==> config.mk <==
export PLATFORM = sky130hd
export DESIGN_NAME = name_table_directory_flat
export DESIGN_NICKNAME = d
export VERILOG_FILES = /design/src/rtl/ntd_pkg.sv /design/src/rtl/ntd_if.sv /design/src/rtl/ntd_mem.sv /design/src/rtl/ntd_ctrl.sv /design/src/rtl/name_table_directory.sv /design/src/flat_wrapper.sv
export SDC_FILE = /design/constraint.sdc
export NUM_CORES = 2
export LEC_CHECK = 0
export ABC_CLOCK_PERIOD_IN_PS = 23300
export BUFFER_PORTS_ARGS = -buffer_cell sky130_fd_sc_hd__buf_4
export CAP_MARGIN = 10
export CORE_MARGIN = 5
export CORE_UTILIZATION = 45
export DETAILED_ROUTE_END_ITERATION = 6
export SKIP_CTS_REPAIR_TIMING = 1
export SYNTH_ARGS = -nofsm -noshare
export SYNTH_HDL_FRONTEND = slang
export SYNTH_SLANG_ARGS = --single-unit
==> constraint.sdc <==
create_clock -name i_clk -period 23.3 [get_ports i_clk]
set_input_delay 4.66 -clock i_clk [delete_from_list [all_inputs] [get_ports i_clk]]
set_output_delay 4.66 -clock i_clk [all_outputs]
set_load 0.1 [all_outputs]
==> src/rtl/ntd_pkg.sv <==
// Shared types and constants for the name table directory.
// No dependencies; used by every other file of the block except the assertion macro header.
`default_nettype none

package ntd_pkg;

    localparam int WORD0_W     = 64;
    localparam int WORD1_W     = 64;
    localparam int WORD2_W     = 24;
    localparam int MODE_W      = 3;
    localparam int STATUS_W    = 2;
    localparam int POS_W       = 4;
    localparam int MAX_RESULTS = 16;
    localparam int DEF_ENTRIES = 16;

    // One stored name, three little-endian words
    typedef struct packed {
        logic [WORD2_W-1:0] w2;
        logic [WORD1_W-1:0] w1;
        logic [WORD0_W-1:0] w0;
    } t_name;

    typedef enum logic [MODE_W-1:0] {
        OP_CREATE = 3'd0,
        OP_DELETE = 3'd1,
        OP_SEARCH = 3'd2,
        OP_LIST   = 3'd3,
        OP_RENAME = 3'd4
    } t_op;

    typedef enum logic [STATUS_W-1:0] {
        ST_OK      = 2'd0,
        ST_FULL    = 2'd1,
        ST_EMPTY   = 2'd2,
        ST_MISSING = 2'd3
    } t_status;

    // One result item as handed from the controller to the output stage
    typedef struct packed {
        t_status            status;
        logic [POS_W-1:0]   position;
        t_name              entry;
        logic               last;
    } t_rsp;

endpackage

`default_nettype wire

==> src/rtl/ntd_if.sv <==
// Request and response channel interfaces of the name table directory.
// Depends on ntd_pkg for field widths.
`default_nettype none

interface ntd_req_if;
    logic                              valid;
    logic                              ready;
    logic [ntd_pkg::MODE_W-1:0]        mode;
    logic [ntd_pkg::WORD0_W-1:0]       key_word0;
    logic [ntd_pkg::WORD1_W-1:0]       key_word1;
    logic [ntd_pkg::WORD2_W-1:0]       key_word2;
    logic [ntd_pkg::WORD0_W-1:0]       new_word0;
    logic [ntd_pkg::WORD1_W-1:0]       new_word1;
    logic [ntd_pkg::WORD2_W-1:0]       new_word2;

    modport source (
        output valid, mode, key_word0, key_word1, key_word2,
               new_word0, new_word1, new_word2,
        input  ready
    );
    modport sink (
        input  valid, mode, key_word0, key_word1, key_word2,
               new_word0, new_word1, new_word2,
        output ready
    );
endinterface

interface ntd_rsp_if;
    logic                              valid;
    logic                              ready;
    logic [ntd_pkg::STATUS_W-1:0]      status;
    logic [ntd_pkg::POS_W-1:0]         position;
    logic [ntd_pkg::WORD0_W-1:0]       entry_word0;
    logic [ntd_pkg::WORD1_W-1:0]       entry_word1;
    logic [ntd_pkg::WORD2_W-1:0]       entry_word2;
    logic                              last;

    modport source (
        output valid, status, position, entry_word0, entry_word1, entry_word2, last,
        input  ready
    );
    modport sink (
        input  valid, status, position, entry_word0, entry_word1, entry_word2, last,
        output ready
    );
endinterface

`default_nettype wire

==> src/rtl/ntd_mem.sv <==
// Name storage: one write port, one read port with registered read data.
// Depends on ntd_pkg for the stored name type.
`default_nettype none

module ntd_mem #(
    parameter int DEPTH = ntd_pkg::DEF_ENTRIES,
    parameter int IDX_W = 4
) (
    input  wire logic                i_clk,
    input  wire logic                i_wr_en,
    input  wire logic [IDX_W-1:0]    i_wr_addr,
    input  wire ntd_pkg::t_name      i_wr_data,
    input  wire logic                i_rd_en,
    input  wire logic [IDX_W-1:0]    i_rd_addr,
    output      ntd_pkg::t_name      o_rd_data
);

    ntd_pkg::t_name r_mem [DEPTH];
    ntd_pkg::t_name r_rd_data;

    // Write a name
    always_ff @(posedge i_clk) begin
        if (i_wr_en) begin
            r_mem[i_wr_addr] <= i_wr_data;
        end
    end

    // Read a name; data holds until the next read
    always_ff @(posedge i_clk) begin
        if (i_rd_en) begin
            r_rd_data <= r_mem[i_rd_addr];
        end
    end

    assign o_rd_data = r_rd_data;

endmodule

`default_nettype wire

==> src/rtl/ntd_ctrl.sv <==
// Operation sequencer: scan, shift, list and update of the name storage.
// Depends on ntd_pkg and ntd_req_if; drives ntd_mem and the output stage.
`default_nettype none

module ntd_ctrl #(
    parameter int ENTRIES = ntd_pkg::DEF_ENTRIES
) (
    input  wire logic                i_clk,
    input  wire logic                i_rst_n,
    ntd_req_if.sink                  i_req,
    output      logic                o_emit,
    output      ntd_pkg::t_rsp       o_rsp_data,
    input  wire logic                i_out_free,
    output      logic                o_wr_en,
    output      logic [((ENTRIES > 1) ? $clog2(ENTRIES) : 1)-1:0] o_wr_addr,
    output      ntd_pkg::t_name      o_wr_data,
    output      logic                o_rd_en,
    output      logic [((ENTRIES > 1) ? $clog2(ENTRIES) : 1)-1:0] o_rd_addr,
    input  wire ntd_pkg::t_name      i_rd_data
);

    localparam int CNT_W    = $clog2(ENTRIES + 1);
    localparam int IDX_W    = (ENTRIES > 1) ? $clog2(ENTRIES) : 1;
    localparam int LP_POS_W = ntd_pkg::POS_W;

    typedef enum logic [2:0] {
        S_IDLE,
        S_SCAN,
        S_SHIFT,
        S_LRD,
        S_LOUT,
        S_RESP
    } t_state;

    t_state                   r_state, n_state;
    logic [CNT_W-1:0]         r_count, n_count;
    logic [CNT_W-1:0]         r_ptr, n_ptr;
    logic [CNT_W-1:0]         r_widx, n_widx;
    logic [CNT_W-1:0]         r_lim, n_lim;
    logic                     r_pend, n_pend;
    logic [ntd_pkg::MODE_W-1:0] r_mode, n_mode;
    ntd_pkg::t_name           r_key, n_key;
    ntd_pkg::t_name           r_new, n_new;
    ntd_pkg::t_status         r_status, n_status;

    ntd_pkg::t_name           req_key;
    ntd_pkg::t_name           req_new;
    logic [CNT_W-1:0]         ptr_m1;
    logic [CNT_W-1:0]         ptr_p1;
    logic                     hit;
    logic                     list_last;

    assign req_key   = {i_req.key_word2, i_req.key_word1, i_req.key_word0};
    assign req_new   = {i_req.new_word2, i_req.new_word1, i_req.new_word0};
    assign ptr_m1    = r_ptr - CNT_W'(1);
    assign ptr_p1    = r_ptr + CNT_W'(1);
    assign hit       = r_pend && (i_rd_data == r_key);
    assign list_last = (ptr_p1 == r_lim);

    assign i_req.ready = (r_state == S_IDLE);

    // Sequence one item through the storage
    always_comb begin
        n_state  = r_state;
        n_count  = r_count;
        n_ptr    = r_ptr;
        n_widx   = r_widx;
        n_lim    = r_lim;
        n_pend   = r_pend;
        n_mode   = r_mode;
        n_key    = r_key;
        n_new    = r_new;
        n_status = r_status;

        o_wr_en   = 1'b0;
        o_wr_addr = r_widx[IDX_W-1:0];
        o_wr_data = i_rd_data;
        o_rd_en   = 1'b0;
        o_rd_addr = r_ptr[IDX_W-1:0];

        o_emit              = 1'b0;
        o_rsp_data.status   = r_status;
        o_rsp_data.position = '0;
        o_rsp_data.entry    = '0;
        o_rsp_data.last     = 1'b1;

        case (r_state)
            S_IDLE: begin
                if (i_req.valid) begin
                    n_mode = i_req.mode;
                    n_key  = req_key;
                    n_new  = req_new;
                    n_ptr  = '0;
                    n_pend = 1'b0;
                    case (i_req.mode)
                        ntd_pkg::OP_CREATE: begin
                            if (r_count == CNT_W'(ENTRIES)) begin
                                n_status = ntd_pkg::ST_FULL;
                            end else begin
                                o_wr_en   = 1'b1;
                                o_wr_addr = r_count[IDX_W-1:0];
                                o_wr_data = req_key;
                                n_count   = r_count + CNT_W'(1);
                                n_status  = ntd_pkg::ST_OK;
                            end
                            n_state = S_RESP;
                        end
                        ntd_pkg::OP_LIST: begin
                            if (r_count == '0) begin
                                n_status = ntd_pkg::ST_EMPTY;
                                n_state  = S_RESP;
                            end else begin
                                // Cap the listing at the result limit
                                if (32'(r_count) > ntd_pkg::MAX_RESULTS) begin
                                    n_lim = CNT_W'(ntd_pkg::MAX_RESULTS);
                                end else begin
                                    n_lim = r_count;
                                end
                                n_state = S_LRD;
                            end
                        end
                        ntd_pkg::OP_DELETE, ntd_pkg::OP_SEARCH, ntd_pkg::OP_RENAME: begin
                            if (r_count == '0) begin
                                n_status = ntd_pkg::ST_EMPTY;
                                n_state  = S_RESP;
                            end else begin
                                n_state = S_SCAN;
                            end
                        end
                        default: begin
                            // Drop unknown modes without a result
                            n_state = S_IDLE;
                        end
                    endcase
                end
            end

            S_SCAN: begin
                // Compare the entry read last cycle, issue the next read
                if (hit) begin
                    n_status = ntd_pkg::ST_OK;
                    case (r_mode)
                        ntd_pkg::OP_DELETE: begin
                            n_widx  = ptr_m1;
                            n_pend  = 1'b0;
                            n_state = S_SHIFT;
                        end
                        ntd_pkg::OP_RENAME: begin
                            o_wr_en   = 1'b1;
                            o_wr_addr = ptr_m1[IDX_W-1:0];
                            o_wr_data = r_new;
                            n_state   = S_RESP;
                        end
                        default: begin
                            n_state = S_RESP;
                        end
                    endcase
                end else if (r_ptr < r_count) begin
                    o_rd_en = 1'b1;
                    n_ptr   = ptr_p1;
                    n_pend  = 1'b1;
                end else begin
                    n_status = ntd_pkg::ST_MISSING;
                    n_state  = S_RESP;
                end
            end

            S_SHIFT: begin
                // Move each later entry down by one place
                if (r_pend) begin
                    o_wr_en = 1'b1;
                    n_widx  = r_widx + CNT_W'(1);
                end
                if (r_ptr < r_count) begin
                    o_rd_en = 1'b1;
                    n_ptr   = ptr_p1;
                    n_pend  = 1'b1;
                end else begin
                    n_pend = 1'b0;
                    if (!r_pend) begin
                        n_count  = r_count - CNT_W'(1);
                        n_status = ntd_pkg::ST_OK;
                        n_state  = S_RESP;
                    end
                end
            end

            S_LRD: begin
                o_rd_en = 1'b1;
                n_state = S_LOUT;
            end

            S_LOUT: begin
                // Offer one listed entry; advance once the output takes it
                o_emit              = 1'b1;
                o_rsp_data.status   = ntd_pkg::ST_OK;
                o_rsp_data.position = LP_POS_W'(r_ptr);
                o_rsp_data.entry    = i_rd_data;
                o_rsp_data.last     = list_last;
                if (i_out_free) begin
                    if (list_last) begin
                        n_state = S_IDLE;
                    end else begin
                        n_ptr   = ptr_p1;
                        n_state = S_LRD;
                    end
                end
            end

            S_RESP: begin
                o_emit = 1'b1;
                if (i_out_free) begin
                    n_state = S_IDLE;
                end
            end

            default: begin
                n_state = S_IDLE;
            end
        endcase
    end

    // Hold state; control clears on reset, payload does not
    always_ff @(posedge i_clk) begin
        if (!i_rst_n) begin
            r_state <= S_IDLE;
            r_count <= '0;
            r_pend  <= 1'b0;
        end else begin
            r_state <= n_state;
            r_count <= n_count;
            r_pend  <= n_pend;
        end
        r_ptr    <= n_ptr;
        r_widx   <= n_widx;
        r_lim    <= n_lim;
        r_mode   <= n_mode;
        r_key    <= n_key;
        r_new    <= n_new;
        r_status <= n_status;
    end

endmodule

`default_nettype wire

==> src/rtl/name_table_directory.sv <==
// Search and rename scan the entries with one memory read per entry; delete scans to the
// match, then does one read and one write per cycle to close the gap; list reads each entry
// in turn. One item is taken at a time; a full listing is the worst case, set by the single
// read port. Results sit in an output register.
// Reset clears the entry count and the control state; stored names are not cleared.
// Top level of the name table directory.
// Depends on ntd_pkg, ntd_if, ntd_mem and ntd_ctrl.
`default_nettype none

module name_table_directory #(
    parameter int ENTRIES = ntd_pkg::DEF_ENTRIES
) (
    input  wire logic    i_clk,
    input  wire logic    i_rst_n,
    ntd_req_if.sink      i_req,
    ntd_rsp_if.source    o_rsp
);

    localparam int IDX_W = (ENTRIES > 1) ? $clog2(ENTRIES) : 1;

    logic               emit;
    logic               out_free;
    ntd_pkg::t_rsp      rsp_data;
    logic               wr_en;
    logic [IDX_W-1:0]   wr_addr;
    ntd_pkg::t_name     wr_data;
    logic               rd_en;
    logic [IDX_W-1:0]   rd_addr;
    ntd_pkg::t_name     rd_data;

    logic               r_out_valid;
    ntd_pkg::t_rsp      r_out;

    ntd_ctrl #(
        .ENTRIES (ENTRIES)
    ) u_ctrl (
        .i_clk      (i_clk),
        .i_rst_n    (i_rst_n),
        .i_req      (i_req),
        .o_emit     (emit),
        .o_rsp_data (rsp_data),
        .i_out_free (out_free),
        .o_wr_en    (wr_en),
        .o_wr_addr  (wr_addr),
        .o_wr_data  (wr_data),
        .o_rd_en    (rd_en),
        .o_rd_addr  (rd_addr),
        .i_rd_data  (rd_data)
    );

    ntd_mem #(
        .DEPTH (ENTRIES),
        .IDX_W (IDX_W)
    ) u_mem (
        .i_clk     (i_clk),
        .i_wr_en   (wr_en),
        .i_wr_addr (wr_addr),
        .i_wr_data (wr_data),
        .i_rd_en   (rd_en),
        .i_rd_addr (rd_addr),
        .o_rd_data (rd_data)
    );

    // Output register is free when empty or being drained this cycle
    assign out_free = !r_out_valid || o_rsp.ready;

    // Load a result item, hold it until taken
    always_ff @(posedge i_clk) begin
        if (!i_rst_n) begin
            r_out_valid <= 1'b0;
        end else if (out_free) begin
            r_out_valid <= emit;
        end
        if (emit && out_free) begin
            r_out <= rsp_data;
        end
    end

    assign o_rsp.valid       = r_out_valid;
    assign o_rsp.status      = r_out.status;
    assign o_rsp.position    = r_out.position;
    assign o_rsp.entry_word0 = r_out.entry.w0;
    assign o_rsp.entry_word1 = r_out.entry.w1;
    assign o_rsp.entry_word2 = r_out.entry.w2;
    assign o_rsp.last        = r_out.last;

endmodule

`default_nettype wire

==> src/flat_wrapper.sv <==
// flat-port wrapper written by rule: the top's interface ports become plain ports
module name_table_directory_flat 
#(
    parameter int ENTRIES = ntd_pkg::DEF_ENTRIES
)
  (i_clk, i_rst_n, i_req_valid, i_req_mode, i_req_key_word0, i_req_key_word1, i_req_key_word2, i_req_new_word0, i_req_new_word1, i_req_new_word2, i_req_ready, o_rsp_valid, o_rsp_status, o_rsp_position, o_rsp_entry_word0, o_rsp_entry_word1, o_rsp_entry_word2, o_rsp_last, o_rsp_ready);
  ntd_req_if i_req_i ();
  ntd_rsp_if o_rsp_i ();
  input  wire logic i_clk;
  input  wire logic i_rst_n;
  input wire logic [$bits(i_req_i.valid)-1:0] i_req_valid;
  input wire logic [$bits(i_req_i.mode)-1:0] i_req_mode;
  input wire logic [$bits(i_req_i.key_word0)-1:0] i_req_key_word0;
  input wire logic [$bits(i_req_i.key_word1)-1:0] i_req_key_word1;
  input wire logic [$bits(i_req_i.key_word2)-1:0] i_req_key_word2;
  input wire logic [$bits(i_req_i.new_word0)-1:0] i_req_new_word0;
  input wire logic [$bits(i_req_i.new_word1)-1:0] i_req_new_word1;
  input wire logic [$bits(i_req_i.new_word2)-1:0] i_req_new_word2;
  output wire logic [$bits(i_req_i.ready)-1:0] i_req_ready;
  output wire logic [$bits(o_rsp_i.valid)-1:0] o_rsp_valid;
  output wire logic [$bits(o_rsp_i.status)-1:0] o_rsp_status;
  output wire logic [$bits(o_rsp_i.position)-1:0] o_rsp_position;
  output wire logic [$bits(o_rsp_i.entry_word0)-1:0] o_rsp_entry_word0;
  output wire logic [$bits(o_rsp_i.entry_word1)-1:0] o_rsp_entry_word1;
  output wire logic [$bits(o_rsp_i.entry_word2)-1:0] o_rsp_entry_word2;
  output wire logic [$bits(o_rsp_i.last)-1:0] o_rsp_last;
  input wire logic [$bits(o_rsp_i.ready)-1:0] o_rsp_ready;
  assign i_req_i.valid = i_req_valid;
  assign i_req_i.mode = i_req_mode;
  assign i_req_i.key_word0 = i_req_key_word0;
  assign i_req_i.key_word1 = i_req_key_word1;
  assign i_req_i.key_word2 = i_req_key_word2;
  assign i_req_i.new_word0 = i_req_new_word0;
  assign i_req_i.new_word1 = i_req_new_word1;
  assign i_req_i.new_word2 = i_req_new_word2;
  assign i_req_ready = i_req_i.ready;
  assign o_rsp_valid = o_rsp_i.valid;
  assign o_rsp_status = o_rsp_i.status;
  assign o_rsp_position = o_rsp_i.position;
  assign o_rsp_entry_word0 = o_rsp_i.entry_word0;
  assign o_rsp_entry_word1 = o_rsp_i.entry_word1;
  assign o_rsp_entry_word2 = o_rsp_i.entry_word2;
  assign o_rsp_last = o_rsp_i.last;
  assign o_rsp_i.ready = o_rsp_ready;
  name_table_directory #(.ENTRIES(ENTRIES)) u_core (.i_clk(i_clk), .i_rst_n(i_rst_n), .i_req(i_req_i), .o_rsp(o_rsp_i));
endmodule
### Yosys cells after proc, flatten, opt, wreduce, memory -nomap -nowiden

Memories as Yosys holds them, arrays and structs flattened. A register that Yosys moved wholly into a read port is not among the register bits.
Index checks and enable logic that the tools add are counted.

* bits in registers: 493
* latch bits: 0
* RAM bits: 2432
* bits in read-only memories: 0
* bits of input ports: 311
* word-level logic and storage cells: 151
* memories kept: 1

Memories
* u_core.u_mem.r_mem: words 16, width 152, read ports 1, clocked after Yosys merged registers in 1, write ports 1, line ntd_mem.sv:18 `ntd_pkg::t_name r_mem [DEPTH];`

* add/sub/neg operators: 5
* $mul: 0
* divide/modulo/power cells: 0
* magnitude comparators: 2
* equality and inequality tests: 31
* shift operators: 0
* muxes and demuxes: 68
* bitwise logic cells: 1
* reduce and logical (&&, ||, !) cells: 22

Operators with widths (number)
* two-way mux 152 bit: 5
* one-hot mux 152 bit (2 select lines): 1
* == test 152 bit: 1
* two-way mux 5 bit: 13
* two-way mux 3 bit: 10
* two-way mux 4 bit: 5
* one-hot mux 5 bit (2 select lines): 2
* one-hot mux 5 bit (4 select lines): 1
* one-hot mux 3 bit (6 select lines): 1
* two-way mux 1 bit: 16
* inequality test 2 bit, second input constant: 8
* adder 5 x 1 -> 5 bit, second input constant: 3
* two-way mux 2 bit: 7
* == test 3 x 2 -> 1 bit, second input constant: 4
* == test 3 bit, second input constant: 4
* AND reduction 4 bit: 3
* AND reduction 6 bit: 2
* subtractor 5 x 1 -> 5 bit, second input constant: 2
* == test 3 x 1 -> 1 bit, second input constant: 3
* inequality test 3 x 2 -> 1 bit, second input constant: 3
* one-hot mux 1 bit (3 select lines): 3
* one-hot mux 3 bit (3 select lines): 1
* inequality test 2 x 1 -> 1 bit, second input constant: 4
* one-hot mux 4 bit (2 select lines): 1
* other kinds (22): 26

### Longest topological paths before layout

* depth after elaboration: 7
* gate-level depth with buffers: 12
* mapped depth without buffers: 11

### By module

From an unflattened synthesis, not the netlist that was laid out.

* cell total of the unflattened synthesis: 5632
* area total of the unflattened synthesis: 117591.5 sq um

By module, submodules not included
* ntd_mem: times used 1, cells an instance 3972, area an instance 95985.8 sq um, sequential area each 77594.4 sq um
* ntd_ctrl: times used 1, cells an instance 1496, area an instance 16773.6 sq um, sequential area each 9879.5 sq um
* name_table_directory: times used 1, cells an instance 164, area an instance 4832.1 sq um, sequential area each 4794.6 sq um

### Worst setup path before layout

OpenSTA, ideal clock, no wires.

* path type: in2reg
* from: in i_req_mode[1]
* to: mem u_core.u_mem.r_mem[3][0] (netlist name), enable pin
* library setup time: 1.035 ns
* data arrival time: 20.381 ns
* data required time: 22.265 ns
* slack: 1.884 ns
* stages: 8
* buffers on the path: 1
* cell sequence: nor2_1 nand4_1 nor4_1 clkbuf_1 nand2_1 o31ai_2 o22ai_2 nor4_1

* word-level cells in the longest chain between the ends: 6
* elaborated cells between the ends (all ways): 9
* classes of those cells: mux: 8; reduce/logical: 1

RTL lines
* start, declared: line flat_wrapper.sv:12 `input wire logic [$bits(i_req_i.mode)-1:0] i_req_mode;`
* logical NOT 3 bit (*): line ntd_ctrl.sv:95 `case (i_req.mode)`
* two-way mux 1 bit: line ntd_ctrl.sv:95
* two-way mux 1 bit: line ntd_ctrl.sv:89 `if (i_req.valid) begin`
* one-hot mux 1 bit (3 select lines): line ntd_ctrl.sv:87 `case (r_state)`
* two-way mux 1 bit: line ntd_mem.sv:23 `if (i_wr_en) begin`
* two-way mux 1 bit (implied by the code): line ntd_mem.sv:24 `r_mem[i_wr_addr] <= i_wr_data;`
* end, declared: line ntd_mem.sv:18

Every way passes the cells marked *; elsewhere a longest branch is shown, timed or not.

### Worst setup path after layout

* from: in i_req_mode[1]
* to: mem u_core.u_mem.r_mem[13][0] (netlist name), enable pin

Same word-level chain as after synthesis.

==> qor.txt <==
status: finished clean
DRC Markers: 0
family with the most delay on the worst path: buffers and inverters
CTS root buf: clkbuf_16
max-cap violations: 0
Mapped Avg Cell Area: 22.3 µm²
worst slack, placed: 13670 ps
post-synthesis mux area share: 14.6%
worst path bufs/invs: 4
Die Wd: 521 µm
Setup crit start kind: primary input
pwr dens: 124 nW/µm²
Row Count: 187
Slowest-stage cell, CP: buf_4
setup total negative slack: 0 ps
Setup Skew: 67.1 ps
post-DP HPWL: 200000 µm
Setup WS post-layout: 14580 ps
final hold vios: 0
layout cells sized above 1: 29.7%
complex-gate fraction of the synthesized area: 1.51%
CP Depth: 10
Leak: 43.7 nW
worst-path maximum fanout: 91
Cells on Worst Hold Path: 2
Ys Warns: 0
Synth cell types: 69
Slew Limit Headroom: 12.5%
CTS Buf Count: 336
FF+latch count, synth: 3076
critical path, cell by cell: buf_4 > nor2_1 > nand4_1 > nor4_2 > buf_12 > a21oi_4 > o2bb2ai_1 > nor3_2 > buf_4 > buf_4
Nets: 6272
post-synthesis sequential area ratio: 78.5%
cell count after synthesis: 5274
Top FF cell, synth: edfxtp_1
vias per inst: 6.12
DIE AREA: 272000 µm²
iteration count of the initial detailed-routing pass: 6
largest net degree at the start of global routing: 139
Most common cell on crit path: buf_4
WL/cell: 35.7 µm
vias in the first global route: 59484
routability cong.: 0.920
via count: 58798
Net Count, Synth: 5596
Crit Path Category: primary input to flip-flop
Core Box Area: 260000 µm²
Final Cycle Share: 37.4%
CTS Sinks: 3076
Cell Area, Placed: 126000 µm²
worst path required time: 23820 ps
Slew Viols, Final: 0
deepest clock path buffer count: 4
Routed WL: 343000 µm
FMAX: 115 MHz
IO Count: 472
RSZ-0062 raised after global routing: false
CP max stage delay: 950 ps
VDD IR max: 0.0000950 V
gr usage total: 25.0%
post-layout util: 52.4%
Buffers on Ports: 471
global-route wire length before repair: 476000 µm
number of synthesized flops with an enable pin: 3066
critical path data arrival time: 9230 ps
XOR/XNOR Fraction of Synth Area: 0.894%
HP Class: flip-flop to flip-flop
CTS tree: yes
Setup-failing EPs final: 0
initial DRC count: 7038
CTS HTree Levels: 5
Critical Path End Type: flip-flop
ys async rst share: 0%
global route overflow: 0
Post-Syn Area: 118000 µm²
Synth Area in Adders: 0.132%
Initial Util: 45.3%
CTS clk-pin slew, worst paths: 60 ps
antenna violations before repair: 16
Area Growth Syn to Fin: 15.8%
simple-gate portion of the synthesized area: 3.45%
minimum clock period: 8720 ps
most frequent cells in the layout: edfxtp_1, mux4_2, buf_4, clkbuf_16, nand2_1
worst skew pair latency: 960 ps
main combinational cell family by area after synthesis: multiplexers
Routed Antenna Nets: 0
R2R cell count: 10
Die H: 521 µm
fin area: 136000 µm²
Worst-Margin Slew: 1310 ps
most common cell after layout, fill and taps aside: edfxtp_1
## sequential cells by signal, summed over array words and instances (netlist names), 24 cells and up
name / flops
u_core.u_mem.o_rd_data: 152
u_core.o_rsp.entry_word0: 64
u_core.u_ctrl.r_new: 152
u_core.o_rsp.entry_word1: 64
u_core.o_rsp.entry_word2: 24
u_core.u_mem.r_mem: 2432
u_core.u_ctrl.r_key: 152
## through the flow
stage | hold WS (ps) | total power [mW] | instances
floorplan | 474 | 10.4 | 5274
global placement | 504 | 11.8 | 9013
detailed placement | 517 | 11.9 | 9013
CTS | 525 | 17.0 | 9595
global route | 580 | 17.5 | 9601
finish | 534 | 16.9 | 9610
## synthesized netlist by cell type, types with 3 or more instances
cell / instances / share of area, %
a211o_1: 3 / 0.022
a21o_1: 6 / 0.038
a21oi_1: 22 / 0.094
a221oi_1: 3 / 0.022
a22oi_1: 153 / 0.98
and2_1: 151 / 0.80
and4_1: 3 / 0.022
buf_1: 62 / 0.20
buf_2: 7 / 0.030
buf_4: 9 / 0.057
clkbuf_1: 168 / 0.54
dfxtp_1: 10 / 0.17
edfxtp_1: 3066 / 78
ha_1: 10 / 0.11
inv_1: 25 / 0.080
mux2i_1: 3 / 0.026
mux4_2: 760 / 15
nand2_1: 332 / 1.1
nand2b_1: 61 / 0.32
nand3_1: 14 / 0.060
nand4_1: 37 / 0.20
nor2_1: 30 / 0.096
nor2b_1: 41 / 0.22
nor3_1: 36 / 0.15
nor4_1: 63 / 0.34
nor4_2: 3 / 0.032
o2111ai_1: 6 / 0.045
o211ai_1: 3 / 0.019
o21ai_0: 19 / 0.081
o31ai_1: 4 / 0.026
or4_1: 3 / 0.019
xnor2_1: 20 / 0.15
xor2_1: 100 / 0.75
## worst paths after layout
check / end / from / slack [ps]
worst max-delay path: u_core.u_mem.r_mem[13][0] / i_req_mode[1] / 14580
worst min-delay path: u_core.u_ctrl.r_count[0] / u_core.u_ctrl.r_count[0] / 530
worst max register to register: u_core.u_mem.r_mem[8][80] / u_core.u_mem.o_rd_data[59] / 16610
worst min register to register: u_core.u_ctrl.r_count[0] / u_core.u_ctrl.r_count[0] / 530
## worst register-to-register path: stages, from the launching register on
cell and delay (ps):
edfxtp_1 540, nor2b_1 240, a2111oi_2 630, nand4_1 410, nor4_2 970, nand4_1 520
nor3_4 720, buf_12 570, buf_4 910, a22oi_1 300, nand2_1 550
## area by class of cell
| type | instances | area (µm²) |
|---|---|---|
| Sequential cell | 3076 | 92300 |
| Timing Repair Buffer | 584 | 4670 |
| Multi-Input combinational cell | 1924 | 24300 |
| Clock buffer | 404 | 8830 |
| Inverter | 28 | 105 |
| Fill cell | 20167 | 124000 |
| Clock inverter | 178 | 1640 |
| Tap cell | 3402 | 4260 |
| Antenna cell | 14 | 35.0 |
## layer usage
| metal | share of wire (%) | up-vias | GRT usage [%] |
|---|---|---|---|
| li1 | - | 23435 | - |
| met4 | 4.6 | 2 | 10.2 |
| met2 | 48 | 2965 | 40.0 |
| met1 | 39 | 31839 | 34.2 |
| met3 | 8.2 | 557 | 4.85 |
| met5 | 0.0035 | - | 0 |
## kinds of logic after synthesis
family / Yosys count
mux: 764
xor+xnor: 120
compound gates: 239
buf+inv: 274
flops: 3076
fa+ha+maj: 12
simple gates: 789
## power by group
| group | internal, mW | switching [mW] | total (mW) |
|---|---|---|---|
| logic | 1.56 | 2.82 | 4.38 |
| registers | 7.02 | 0.354 | 7.37 |
| clock network | 3.03 | 2.10 | 5.13 |
| total | 11.6 | 5.27 | 16.9 |
Note: power is estimated with default switching activity, not from simulation.
